==> src/sv/assert_macros.svh <==
// ----------------------------------------------------------------------------
// assertion macros
// concurrent assertion wrappers, removed when NO_ASSERTIONS is defined
// ----------------------------------------------------------------------------
`ifndef ASSERT_MACROS_SVH
`define ASSERT_MACROS_SVH

`ifndef NO_ASSERTIONS
// clocked property, masked while reset is asserted
`define ASSERT_RST(name, clk, rstn, prop) \
  name: assert property (@(posedge clk) disable iff (!rstn) prop) \
    else $error("assertion failed");
// clocked property, checked through reset as well
`define ASSERT_CLK(name, clk, prop) \
  name: assert property (@(posedge clk) prop) \
    else $error("assertion failed");
`else
`define ASSERT_RST(name, clk, rstn, prop)
`define ASSERT_CLK(name, clk, prop)
`endif

`endif

==> src/sv/nec_tx_pkg.sv <==
`default_nettype none
// ----------------------------------------------------------------------------
// nec_tx_pkg
// shared types and constants of the infrared frame transmitter
// ----------------------------------------------------------------------------
package nec_tx_pkg;

  // register indexes on the configuration port
  localparam logic [2:0] REG_LEADER_MARK_END  = 3'd0;
  localparam logic [2:0] REG_LEADER_SPACE_END = 3'd1;
  localparam logic [2:0] REG_BIT_MARK_TICKS   = 3'd2;
  localparam logic [2:0] REG_ONE_SPACE_TICKS  = 3'd3;
  localparam logic [2:0] REG_ZERO_SPACE_TICKS = 3'd4;
  localparam logic [2:0] REG_FRAME_END_COUNT  = 3'd5;

  // reset values of the timing registers
  localparam logic [15:0] RST_LEADER_MARK_END  = 16'd900;
  localparam logic [15:0] RST_LEADER_SPACE_END = 16'd1350;
  localparam logic [7:0]  RST_BIT_MARK_TICKS   = 8'd56;
  localparam logic [7:0]  RST_ONE_SPACE_TICKS  = 8'd167;
  localparam logic [7:0]  RST_ZERO_SPACE_TICKS = 8'd55;
  localparam logic [15:0] RST_FRAME_END_COUNT  = 16'd11000;

  typedef enum logic [2:0] {
    FP_LEAD_START,
    FP_LEAD_MARK,
    FP_LEAD_SPACE,
    FP_DATA,
    FP_PAD
  } frame_phase_e;

  typedef enum logic [2:0] {
    BP_SELECT,
    BP_STOP,
    BP_MARK_START,
    BP_MARK,
    BP_SPACE_START,
    BP_SPACE
  } bit_phase_e;

  typedef struct packed {
    logic [15:0] leader_mark_end;
    logic [15:0] leader_space_end;
    logic [7:0]  bit_mark_ticks;
    logic [7:0]  one_space_ticks;
    logic [7:0]  zero_space_ticks;
    logic [15:0] frame_end_count;
  } cfg_t;

  typedef struct packed {
    logic frame_done;
    logic accepted;
    logic busy_res;
    logic carrier_on;
  } res_t;

endpackage
`default_nettype wire

==> src/sv/nec_tx_seq.sv <==
`default_nettype none
// ----------------------------------------------------------------------------
// nec_tx_seq
// frame and bit sequencer: one tick or send request per step
// ----------------------------------------------------------------------------
module nec_tx_seq #(
  parameter int DATA_BITS = 32
) (
  input  wire logic             clk_i,
  input  wire logic             rst_ni,
  input  wire logic             step_i,
  input  wire logic             kind_i,
  input  wire logic [31:0]      frame_data_i,
  input  wire nec_tx_pkg::cfg_t cfg_i,
  output nec_tx_pkg::res_t      res_o
);
  import nec_tx_pkg::*;

  localparam int BI_W  = $clog2(DATA_BITS + 2);
  localparam int IDX_W = $clog2(DATA_BITS);
  localparam logic [BI_W-1:0] BI_LAST = BI_W'(DATA_BITS);
  localparam logic [BI_W-1:0] BI_STOP = BI_W'(DATA_BITS + 1);

  frame_phase_e         fp_q, fp_d;
  bit_phase_e           bp_q, bp_d;
  logic [15:0]          fc_q, fc_d;
  logic [7:0]           pc_q, pc_d;
  logic [BI_W-1:0]      bi_q, bi_d;
  logic                 cur_bit_q, cur_bit_d;
  logic [DATA_BITS-1:0] word_q, word_d;
  logic                 busy_q, busy_d;
  logic                 carrier_q, carrier_d;

  logic [63:0]          data_ext;
  logic [DATA_BITS-1:0] word_load;
  logic [7:0]           pc_plus;
  logic [7:0]           space_limit;
  logic                 took, done;

  // request word widened or cut to the frame length
  assign data_ext    = {32'b0, frame_data_i};
  assign word_load   = data_ext[DATA_BITS-1:0];
  assign pc_plus     = pc_q + 8'd1;
  assign space_limit = cur_bit_q ? cfg_i.one_space_ticks : cfg_i.zero_space_ticks;

  // next state
  always_comb begin
    fp_d      = fp_q;
    bp_d      = bp_q;
    fc_d      = fc_q;
    pc_d      = pc_q;
    bi_d      = bi_q;
    cur_bit_d = cur_bit_q;
    word_d    = word_q;
    busy_d    = busy_q;
    carrier_d = carrier_q;
    if (step_i) begin
      if (kind_i) begin
        if (!busy_q) begin
          busy_d = 1'b1;
          word_d = word_load;
        end
      end else if (busy_q) begin
        fc_d = fc_q + 16'd1;
        case (fp_q)
          FP_LEAD_START: begin
            carrier_d = 1'b1;
            fp_d      = FP_LEAD_MARK;
          end
          FP_LEAD_MARK: begin
            if (fc_q == cfg_i.leader_mark_end) begin
              carrier_d = 1'b0;
              fp_d      = FP_LEAD_SPACE;
            end else if (fc_q == cfg_i.leader_space_end) begin
              fp_d = FP_DATA;
            end
          end
          FP_LEAD_SPACE: begin
            if (fc_q == cfg_i.leader_space_end) begin
              fp_d = FP_DATA;
            end
          end
          FP_DATA: begin
            // bit sequencer
            case (bp_q)
              BP_SELECT: begin
                if (bi_q >= BI_LAST) begin
                  bp_d = BP_STOP;
                end else begin
                  cur_bit_d = word_q[bi_q[IDX_W-1:0]];
                  bi_d      = bi_q + BI_W'(1);
                  bp_d      = BP_MARK_START;
                end
              end
              BP_STOP: begin
                cur_bit_d = 1'b0;
                if (bi_q == BI_STOP) begin
                  bp_d = BP_SELECT;
                  pc_d = 8'd0;
                  bi_d = '0;
                  fp_d = FP_PAD;
                end else begin
                  bi_d = bi_q + BI_W'(1);
                  bp_d = BP_MARK_START;
                end
              end
              BP_MARK_START: begin
                carrier_d = 1'b1;
                if (pc_plus == cfg_i.bit_mark_ticks) begin
                  pc_d = 8'd0;
                  bp_d = BP_SPACE_START;
                end else begin
                  pc_d = pc_plus + 8'd1;
                  bp_d = BP_MARK;
                end
              end
              BP_MARK: begin
                if (pc_q == cfg_i.bit_mark_ticks) begin
                  pc_d = 8'd0;
                  bp_d = BP_SPACE_START;
                end else begin
                  pc_d = pc_plus;
                end
              end
              BP_SPACE_START: begin
                carrier_d = 1'b0;
                if (pc_plus == space_limit) begin
                  pc_d = 8'd0;
                  bp_d = BP_SELECT;
                end else begin
                  pc_d = pc_plus + 8'd1;
                  bp_d = BP_SPACE;
                end
              end
              BP_SPACE: begin
                if (pc_q == space_limit) begin
                  pc_d = 8'd0;
                  bp_d = BP_SELECT;
                end else begin
                  pc_d = pc_plus;
                end
              end
              default: begin
                bp_d = bp_q;
              end
            endcase
          end
          FP_PAD: begin
            carrier_d = 1'b0;
            if (fc_q == cfg_i.frame_end_count) begin
              fc_d   = 16'd0;
              fp_d   = FP_LEAD_START;
              busy_d = 1'b0;
            end
          end
          default: begin
            fp_d = fp_q;
          end
        endcase
      end
    end
  end

  // result of the step
  always_comb begin
    took = step_i && kind_i && !busy_q;
    done = step_i && !kind_i && busy_q && (fp_q == FP_PAD)
           && (fc_q == cfg_i.frame_end_count);
    res_o.carrier_on = carrier_d;
    res_o.busy_res   = busy_d;
    res_o.accepted   = took;
    res_o.frame_done = done;
  end

  // sequencer state
  always_ff @(posedge clk_i or negedge rst_ni) begin
    if (!rst_ni) begin
      fp_q      <= FP_LEAD_START;
      bp_q      <= BP_SELECT;
      fc_q      <= 16'd0;
      pc_q      <= 8'd0;
      bi_q      <= '0;
      cur_bit_q <= 1'b0;
      busy_q    <= 1'b0;
      carrier_q <= 1'b0;
    end else begin
      fp_q      <= fp_d;
      bp_q      <= bp_d;
      fc_q      <= fc_d;
      pc_q      <= pc_d;
      bi_q      <= bi_d;
      cur_bit_q <= cur_bit_d;
      busy_q    <= busy_d;
      carrier_q <= carrier_d;
    end
  end

  // frame word, loaded on a taken request
  always_ff @(posedge clk_i) begin
    word_q <= word_d;
  end

endmodule
`default_nettype wire

==> src/sv/nec_ir_frame_transmitter.sv <==
`default_nettype none
// ----------------------------------------------------------------------------
// nec_ir_frame_transmitter
// infrared frame generator stepped in 10 us ticks, gating a carrier
// ----------------------------------------------------------------------------
// channel   dir  handshake                      payload
// s_axis    in   s_axis_tvalid / s_axis_tready  tuser: kind, tdata: frame_data
// m_axis    out  m_axis_tvalid / m_axis_tready  tdata: carrier_on .. frame_done
// apb       in   psel, penable, pwrite, pready  six timing registers
//
// each request passes an input register, one step of the sequencer and a
// result register; one request accepted every cycle while m_axis_tready is high
// reset clears the sequencer, both stage valids and loads the default timing
// a stalled result register holds its request while the input register
// fills; s_axis_tready drops only when both stages are held
// ----------------------------------------------------------------------------
module nec_ir_frame_transmitter #(
  parameter int DATA_BITS = 32
) (
  input  wire logic        clk_i,
  input  wire logic        rst_ni,
  // request stream
  input  wire logic        s_axis_tvalid,
  output logic             s_axis_tready,
  input  wire logic [31:0] s_axis_tdata,  // [31:0] frame_data
  input  wire logic        s_axis_tuser,  // [0] kind
  // result stream
  output logic             m_axis_tvalid,
  input  wire logic        m_axis_tready,
  output logic [7:0]       m_axis_tdata,  // [0] carrier_on, [1] busy_res,
                                          // [2] accepted, [3] frame_done
  // configuration port
  input  wire logic        psel,
  input  wire logic        penable,
  input  wire logic        pwrite,
  input  wire logic [4:0]  paddr,
  input  wire logic [31:0] pwdata,
  output logic [31:0]      prdata,
  output logic             pready
);
  import nec_tx_pkg::*;

  cfg_t        cfg_q;
  logic [2:0]  reg_idx;
  logic        cfg_wr;

  logic        in_valid_q;
  logic        in_kind_q;
  logic [31:0] in_data_q;
  logic        out_valid_q;
  logic [7:0]  out_data_q;
  logic        advance;
  res_t        res;

  // configuration port
  assign pready  = 1'b1;
  assign reg_idx = paddr[4:2];
  assign cfg_wr  = psel && penable && pwrite && pready;

  always_ff @(posedge clk_i or negedge rst_ni) begin
    if (!rst_ni) begin
      cfg_q.leader_mark_end  <= RST_LEADER_MARK_END;
      cfg_q.leader_space_end <= RST_LEADER_SPACE_END;
      cfg_q.bit_mark_ticks   <= RST_BIT_MARK_TICKS;
      cfg_q.one_space_ticks  <= RST_ONE_SPACE_TICKS;
      cfg_q.zero_space_ticks <= RST_ZERO_SPACE_TICKS;
      cfg_q.frame_end_count  <= RST_FRAME_END_COUNT;
    end else if (cfg_wr) begin
      case (reg_idx)
        REG_LEADER_MARK_END:  cfg_q.leader_mark_end  <= pwdata[15:0];
        REG_LEADER_SPACE_END: cfg_q.leader_space_end <= pwdata[15:0];
        REG_BIT_MARK_TICKS:   cfg_q.bit_mark_ticks   <= pwdata[7:0];
        REG_ONE_SPACE_TICKS:  cfg_q.one_space_ticks  <= pwdata[7:0];
        REG_ZERO_SPACE_TICKS: cfg_q.zero_space_ticks <= pwdata[7:0];
        REG_FRAME_END_COUNT:  cfg_q.frame_end_count  <= pwdata[15:0];
        default: begin
        end
      endcase
    end
  end

  // register read back
  always_comb begin
    case (reg_idx)
      REG_LEADER_MARK_END:  prdata = {16'b0, cfg_q.leader_mark_end};
      REG_LEADER_SPACE_END: prdata = {16'b0, cfg_q.leader_space_end};
      REG_BIT_MARK_TICKS:   prdata = {24'b0, cfg_q.bit_mark_ticks};
      REG_ONE_SPACE_TICKS:  prdata = {24'b0, cfg_q.one_space_ticks};
      REG_ZERO_SPACE_TICKS: prdata = {24'b0, cfg_q.zero_space_ticks};
      REG_FRAME_END_COUNT:  prdata = {16'b0, cfg_q.frame_end_count};
      default:              prdata = 32'b0;
    endcase
  end

  // stage handshake
  assign advance       = in_valid_q && (!out_valid_q || m_axis_tready);
  assign s_axis_tready = !in_valid_q || advance;
  assign m_axis_tvalid = out_valid_q;
  assign m_axis_tdata  = out_data_q;

  always_ff @(posedge clk_i or negedge rst_ni) begin
    if (!rst_ni) begin
      in_valid_q  <= 1'b0;
      out_valid_q <= 1'b0;
    end else begin
      if (s_axis_tready) begin
        in_valid_q <= s_axis_tvalid;
      end
      if (advance) begin
        out_valid_q <= 1'b1;
      end else if (m_axis_tready) begin
        out_valid_q <= 1'b0;
      end
    end
  end

  // input and result payload
  always_ff @(posedge clk_i) begin
    if (s_axis_tready && s_axis_tvalid) begin
      in_kind_q <= s_axis_tuser;
      in_data_q <= s_axis_tdata;
    end
    if (advance) begin
      out_data_q <= {4'b0, res};
    end
  end

  // sequencer
  nec_tx_seq #(
    .DATA_BITS (DATA_BITS)
  ) u_seq (
    .clk_i        (clk_i),
    .rst_ni       (rst_ni),
    .step_i       (advance),
    .kind_i       (in_kind_q),
    .frame_data_i (in_data_q),
    .cfg_i        (cfg_q),
    .res_o        (res)
  );

`include "assert_macros.svh"

  // a taken request always leaves the block busy
  `ASSERT_RST(a_take_busy, clk_i, rst_ni, advance && res.accepted |-> res.busy_res)
  // the end of a frame leaves the emitter idle and the block free
  `ASSERT_RST(a_done_idle, clk_i, rst_ni,
              advance && res.frame_done |-> !res.busy_res && !res.carrier_on)
  // a stepped request always shows up in the result register
  `ASSERT_RST(a_step_out, clk_i, rst_ni, advance |=> out_valid_q)
  // input stage never drops a request while the result side stalls
  `ASSERT_CLK(a_hold_in, clk_i,
              rst_ni && in_valid_q && !advance |=> !rst_ni || in_valid_q)

endmodule
`default_nettype wire
==> config.mk <==
export PLATFORM = sky130hd
export DESIGN_NAME = nec_ir_frame_transmitter
export DESIGN_NICKNAME = d
export VERILOG_FILES = /design/src/sv/nec_tx_pkg.sv /design/src/sv/nec_tx_seq.sv /design/src/sv/nec_ir_frame_transmitter.sv
export VERILOG_INCLUDE_DIRS = /design/src /design/src/sv
export SDC_FILE = /design/constraint.sdc
export NUM_CORES = 1
export LEC_CHECK = 0
export BUFFER_PORTS_ARGS = -buffer_cell sky130_fd_sc_hd__buf_2
export CAP_MARGIN = 20
export CELL_PAD_IN_SITES_DETAIL_PLACEMENT = 0
export CELL_PAD_IN_SITES_GLOBAL_PLACEMENT = 2
export CORE_MARGIN = 2
export CORE_UTILIZATION = 43
export DETAILED_ROUTE_END_ITERATION = 8
export PLACE_DENSITY = 0.94
export SLEW_MARGIN = 15
export SYNTH_ARGS = -nofsm -noshare
export SYNTH_HDL_FRONTEND = slang
export SYNTH_HIERARCHICAL = 1
export SYNTH_SLANG_ARGS = --single-unit
==> constraint.sdc <==
create_clock -name clk_i -period 4.66 [get_ports clk_i]
set_input_delay 0.233 -clock clk_i [delete_from_list [all_inputs] [get_ports clk_i]]
set_output_delay 0.233 -clock clk_i [all_outputs]
set_load 0.05 [all_outputs]
# Word level (Yosys, flattened, before mapping)
# Index checks and enable logic that the tools add are counted.
[totals] elab_cells=136 output_inout_bits=43 regBits=182
[op_classes] order_cmp=2 mux=43 reduce_logical=36 eq_ne=29 add_sub_neg=4 n_bitwise=2
[ops] op="$pmux 16 s6" count=1
[ops] op="$eq 16x16->1" count=3
[ops] op="$mux 8" count=6
[ops] op="$pmux 8 s5" count=1
[ops] op="$eq 8x8->1" count=4
[ops] op="$mux 16" count=2
[ops] op="$mux 3" count=9
[ops] op="$eq 3x2->1 const B" count=6
[ops] op="$pmux 3 s6" count=1
[ops] op="$add 16x1->16 const B" count=1
[ops] op="$add 8x1->8 const B" count=2
[ops] op="$eq 3x3->1 const B" count=5
[ops] op="$pmux 3 s5" count=1
[ops] op="$reduce_and 7->1" count=2
[ops] op="$mux 1" count=13
[ops] op="$mux 6" count=2
[ops] op="$pmux 6 s2" count=1
[ops] op="$reduce_and 2->1" count=6
[ops] op="$reduce_and 6->1" count=2
[ops] op="$logic_and 1x1->1" count=10
[ops] op="$ne 2x1->1 const B" count=5
[ops] op="$reduce_bool 5->1" count=2
[ops] op="$eq 3x1->1 const B" count=3
[ops] op="$logic_not 3->1" count=3
[ops] op="15 further kinds" count=25

# Longest topological paths before layout
[depth] depth_word=7 depth_mapped=10 ltp_nobuf=9

# Modules after synthesis
# Netlist, hierarchy kept.
[by_module_without_submodules] mod="nec_tx_seq" cells_per_inst=492 area_each_um2=4998.5 seq_area_each_um2=1936.9 n_inst=1
[by_module_without_submodules] mod="nec_ir_frame_transmitter" cells_per_inst=308 area_each_um2=4837.1 seq_area_each_um2=3000.4 n_inst=1

# Worst setup path after synthesis
# Ideal clock, no wire load.
[synth_timing] path_kind="register to register" startpoint="reg out_valid_q, in the netlist m_axis_tvalid" endpoint="reg u_seq.word_q[0], enable pin" t_required_ns=4.239 setup_time_ns=0.421 period_less_slack_ns=2.882 stages_incl_launch_ff=5 n_path_buf=0 arrival_ns=2.461 setup_slack_ns=1.778 path_cell_list="dfrtp_1 nand2b_1 and2_1 nand2_1 nor2_1"
[synth_via] elab_chain_cells=4
[synth_rtl] element="from (decl)" line="nec_ir_frame_transmitter.sv:50" text="logic out_valid_q;"
[synth_rtl] element="from (signal assigned)" line="nec_ir_frame_transmitter.sv:104" text="out_valid_q <= 1'b0;"
[synth_rtl] element="from (signal assigned)" line="nec_ir_frame_transmitter.sv:110" text="out_valid_q <= 1'b1;"
[synth_rtl] element="from (signal assigned)" line="nec_ir_frame_transmitter.sv:112" text="out_valid_q <= 1'b0;"
[synth_rtl] element="$logic_not 1->1" line="nec_ir_frame_transmitter.sv:96" text="assign advance = in_valid_q && (!out_valid_q || m_axis_tready);"
[synth_rtl] element="$logic_or 1x1->1" line="nec_ir_frame_transmitter.sv:96"
[synth_rtl] element="$logic_and 1x1->1" line="nec_ir_frame_transmitter.sv:96"
[synth_rtl] element="named net advance" line="nec_ir_frame_transmitter.sv:52" text="logic advance;"
[synth_rtl] element="$reduce_and 3->1 (no line)"
[synth_rtl] element="to (signal assigned)" line="nec_tx_seq.sv:200" text="word_q <= word_d;"
[synth_rtl] element="to (decl)" line="nec_tx_seq.sv:30" text="logic [DATA_BITS-1:0] word_q, word_d;"
# The timed path passes the listed nets, and every way through them passes these cells.
# A chain may end at the register's enable or synchronous reset.

# Final worst setup path
[layout_timing] startpoint="reg u_seq.pc_q[0]" endpoint="reg u_seq.pc_q[2]"
[layout_via] elab_chain_cells=4 word_cells_on_any_way=11 cone_classes="2 x add/sub; 4 x eq/ne; 5 x mux"
[layout_rtl] element="from (decl)" line="nec_tx_seq.sv:27" text="logic [7:0] pc_q, pc_d;"
[layout_rtl] element="from (signal assigned)" line="nec_tx_seq.sv:190" text="pc_q <= pc_d;"
[layout_rtl] element="$add 8x1->8" line="nec_tx_seq.sv:43" text="assign pc_plus = pc_q + 8'd1;"
[layout_rtl] element="$add 8x1->8, or another cell as far along" line="nec_tx_seq.sv:113, nec_tx_seq.sv:131"
[layout_rtl] element="$mux 8, on equally long branches" line="nec_tx_seq.sv:127, nec_tx_seq.sv:109"
[layout_rtl] element="$pmux 8 s5 *" line="nec_tx_seq.sv:85" text="case (bp_q)"
# Every way passes the cells marked *; elsewhere a longest branch is shown, timed or not.

==> impl_metrics.tcl <==
set metrics [dict create \
    status "finished clean" \
    die_width_um 155 \
    synth.distinct_cells 82 \
    cts_setup_buffers 0 \
    skew_ps 13.8 \
    hold_end "cfg_q[65]" \
    final_common_cell "dfrtp_1" \
    r2r-start "u_seq/pc_q[0]" \
    wl_mm 21.9 \
    synth.area.mux_share_pct 14.9 \
    crit_fanout 10 \
    maxCapViolCount 0 \
    start_kind "flop" \
    worst-setup-path-type "reg -> reg" \
    grt_pass1_wl_mm 35.0 \
    cts_buffer_depth 2 \
    vias_per_cell 5.42 \
    most-common-layout-cells "dfrtp_1 (83), buf_2 (79), mux2_2 (71)" \
    drt_iter0_markers 478 \
    clk_pin_slew_ps 80 \
    antenna_left 0 \
    grt_setup_unrepaired "false" \
    hold_path_class "in -> reg" \
    rows 55 \
    synthToLayoutAreaGrowth_pct 13.8 \
    routabilityCongestion 0.830 \
    synth_compound_area_share_pct 7.80 \
    p_leak_nw 4.44 \
    nets 969 \
    min_period_over_period_pct 66.2 \
    critPathRequiredTime_ps 4950 \
    avgSynthCellArea_um2 12.3 \
    synth.yosys.seq_area_share_pct 50.2 \
    port_buffers 80 \
    grt_busiest_layer "met2" \
    drive_gt1_share_pct 31.3 \
    grtUsageMet3_pct 3.54 \
    hold_slack_ps 46.8 \
    clkLatencyLatePin_ps 440 \
    synth_fa_ha_area_share_pct 0.890 \
    multi_input_area_um2 4460 \
    p_per_area_nw_per_um2 389 \
    firstDrtPassIters 5 \
    totalNegativeSetupSlack_ps 0 \
    peakVddDrop_mv 0.210 \
    ys.flop_type "dfrtp_1" \
    synth-xor-area-share_pct 7.99 \
    crit_chain "ha_1, and3_2, nand3_1, xnor2_1, nor4_4, a21oi_2, o21ai_2, o221ai_1" \
    core_area_um2 22600 \
    max_freq_mhz 324 \
    io_pins 120 \
    diodes 0 \
    reg2reg_to "u_seq/pc_q[2]" \
    final-seq-area_um2 4940 \
    final_area_um2 11200 \
    syn_inst 800 \
    synth_top_family_by_area "multiplexers" \
    grt_use_met2_pct 29.7 \
    vias 6410 \
    rrSetupSlack_ps 1580 \
    min_path_cells 2 \
    slew-limit-headroom_pct 51.4 \
    cts_sinks 182 \
    total_power_mw 4.35 \
    setup_viol 0 \
    numCtsBuffers 17 \
    synth-edff-count 69 \
    met1_usage_pct 26.3 \
    root_buffer "clkbuf_16" \
    ys_ff_latch 182 \
    yosysWarningCount 6 \
    synth_area_um2 9840 \
    async_flop_share_pct 62.1 \
    finalCriticalPeriod_ps 3080 \
    avgRoutedWirePerCell_um 18.5 \
    die_area_um2 24100 \
    postPlaceCellArea_um2 10200 \
    grtUsageTotal_pct 18.7 \
    htree_levels 4 \
    report.final.hold_viol_count 0 \
    crit_path_max_incr_delay_ps 650 \
    grt_pass1_vias 6316 \
    cts_tree "built" \
    place_hpwl_mm 15.0 \
    worst_pin_slew_ps 721 \
    antenna_found_initial 0 \
    grt_max_degree 54 \
    initial_utilization_pct 43.6 \
    r2r_cells 8 \
    synth-simple-area-share_pct 12.9 \
    critPathArrivalTime_ps 3380 \
    fin_util_pct 49.6 \
    drc 0 \
    worstHoldStart "pwdata[9]" \
    slew_violations 0 \
    fp.dieH_um 155 \
    critPathCaptureType "flop" \
    fillCellCount 2024 \
    grt.overflow.total 0 \
    cp_slowest_cell "dfrtp_1" \
]
## kinds of logic (layout without fill, tap and decap cells)
kind of cell	Yosys count	after routing
other	2	21
flip-flops	182	182
XOR/XNOR	88	88
buffers and inverters	82	161
multiplexers	118	118
AO/OA/AOI/OAI	109	109
adder cells (fa/ha/maj)	7	7
AND/OR/NAND/NOR	212	212
## flip-flops by register name (all words and copies together), names as in the netlist
name,count
cfg_q,72
in_data_q,32
in_kind_q,1
in_valid_q,1
m_axis_tdata,4
m_axis_tvalid,1
u_seq/bi_q,6
u_seq/bp_q,3
u_seq/busy_q,1
u_seq/carrier_q,1
u_seq/cur_bit_q,1
u_seq/fc_q,16
u_seq/fp_q,3
u_seq/pc_q,8
u_seq/word_q,32
## repair_timing
item | 4_1_cts | 5_1_grt
hold buffers | 35 | 0
resized for setup | 0 | 0
hold endpoints to repair | 45 | 0
## synth_stat cells (4+ instances only)
| cell | number | area [um^2] |
|---|---|---|
| dfrtp_1 | 83 | 2080 |
| mux2_2 | 71 | 800 |
| edfxtp_1 | 69 | 2070 |
| xnor2_1 | 59 | 517 |
| nand2_1 | 46 | 173 |
| nor2_1 | 38 | 143 |
| buf_4 | 31 | 233 |
| dfstp_2 | 30 | 788 |
| xor2_1 | 27 | 236 |
| mux2i_1 | 25 | 250 |
| o21ai_0 | 25 | 125 |
| a21oi_1 | 21 | 105 |
| nand3_1 | 20 | 100 |
| buf_2 | 18 | 90.1 |
| nand4_1 | 17 | 106 |
| clkbuf_1 | 15 | 56.3 |
| mux4_2 | 11 | 248 |
| nor4_1 | 11 | 68.8 |
| inv_1 | 10 | 37.5 |
| mux2_4 | 10 | 150 |
| or2_2 | 9 | 56.3 |
| nor3_1 | 8 | 40.0 |
| o2bb2ai_1 | 8 | 70.1 |
| ha_1 | 7 | 87.6 |
| a221o_1 | 6 | 60.1 |
| a31oi_1 | 6 | 37.5 |
| and3_1 | 6 | 37.5 |
| buf_6 | 6 | 67.6 |
| and2_1 | 5 | 31.3 |
| nand2b_1 | 5 | 31.3 |
| o21ai_1 | 5 | 25.0 |
| or3_1 | 5 | 31.3 |
| a22o_1 | 4 | 35.0 |
| nand3b_1 | 4 | 30.0 |
| nor2_4 | 4 | 45.0 |
| nor2b_1 | 4 | 25.0 |
## layer usage
layer | routed length, um | vias to the layer above
li1 | - | 3037
met1 | 10200 | 3189
met2 | 10300 | 163
met3 | 1010 | 21
met4 | 289 | 0
met5 | 0 | -
## worst max path at each step
stage                  startpoint               to  slack [ps]  depth (start not counted)
finish              u_seq/pc_q[0]    u_seq/pc_q[2]        1580                          8
global route        u_seq/pc_q[0]    u_seq/pc_q[1]        1380                          8
detailed placement  m_axis_tvalid    u_seq/bi_q[5]        1640                          8
CTS                 m_axis_tvalid    u_seq/bi_q[5]        1610                          8
floorplan           m_axis_tvalid  u_seq/word_q[0]        1780                          4
global placement    m_axis_tvalid    u_seq/bi_q[5]        1670                          8
## stage by stage
step | instances | setup slack, ps
final | 1183 | 1580
after global routing | 1183 | 1380
after CTS | 1183 | 1610
after detailed placement | 1116 | 1640
after global placement | 1116 | 1670
after floorplan | 819 | 1780
## where the power goes
part	switching, mW	internal, mW
registers	0.214	1.88
clock network	0.736	0.739
logic	0.416	0.367
## cell type report
type	instances	share of cell area, %
clock buffers	17	3.80
clock inverters	15	1.64
inverters	10	0.335
multi-input cells	555	39.9
flip-flops and latches	182	44.1
well taps	285	3.19
repair buffers	119	7.00
## critical path, delay by kind of cell (launching register included)
| kind | cells | cell delay [ps] |
|---|---|---|
| xor gates and xnor gates | 1 | 220 |
| and+or+nand+nor | 3 | 900 |
| adders and majority gates | 1 | 560 |
| AOI/OAI and AO/OA | 3 | 610 |
| DFF | 1 | 650 |
No activity file was read; power rests on OpenSTA's default activity.
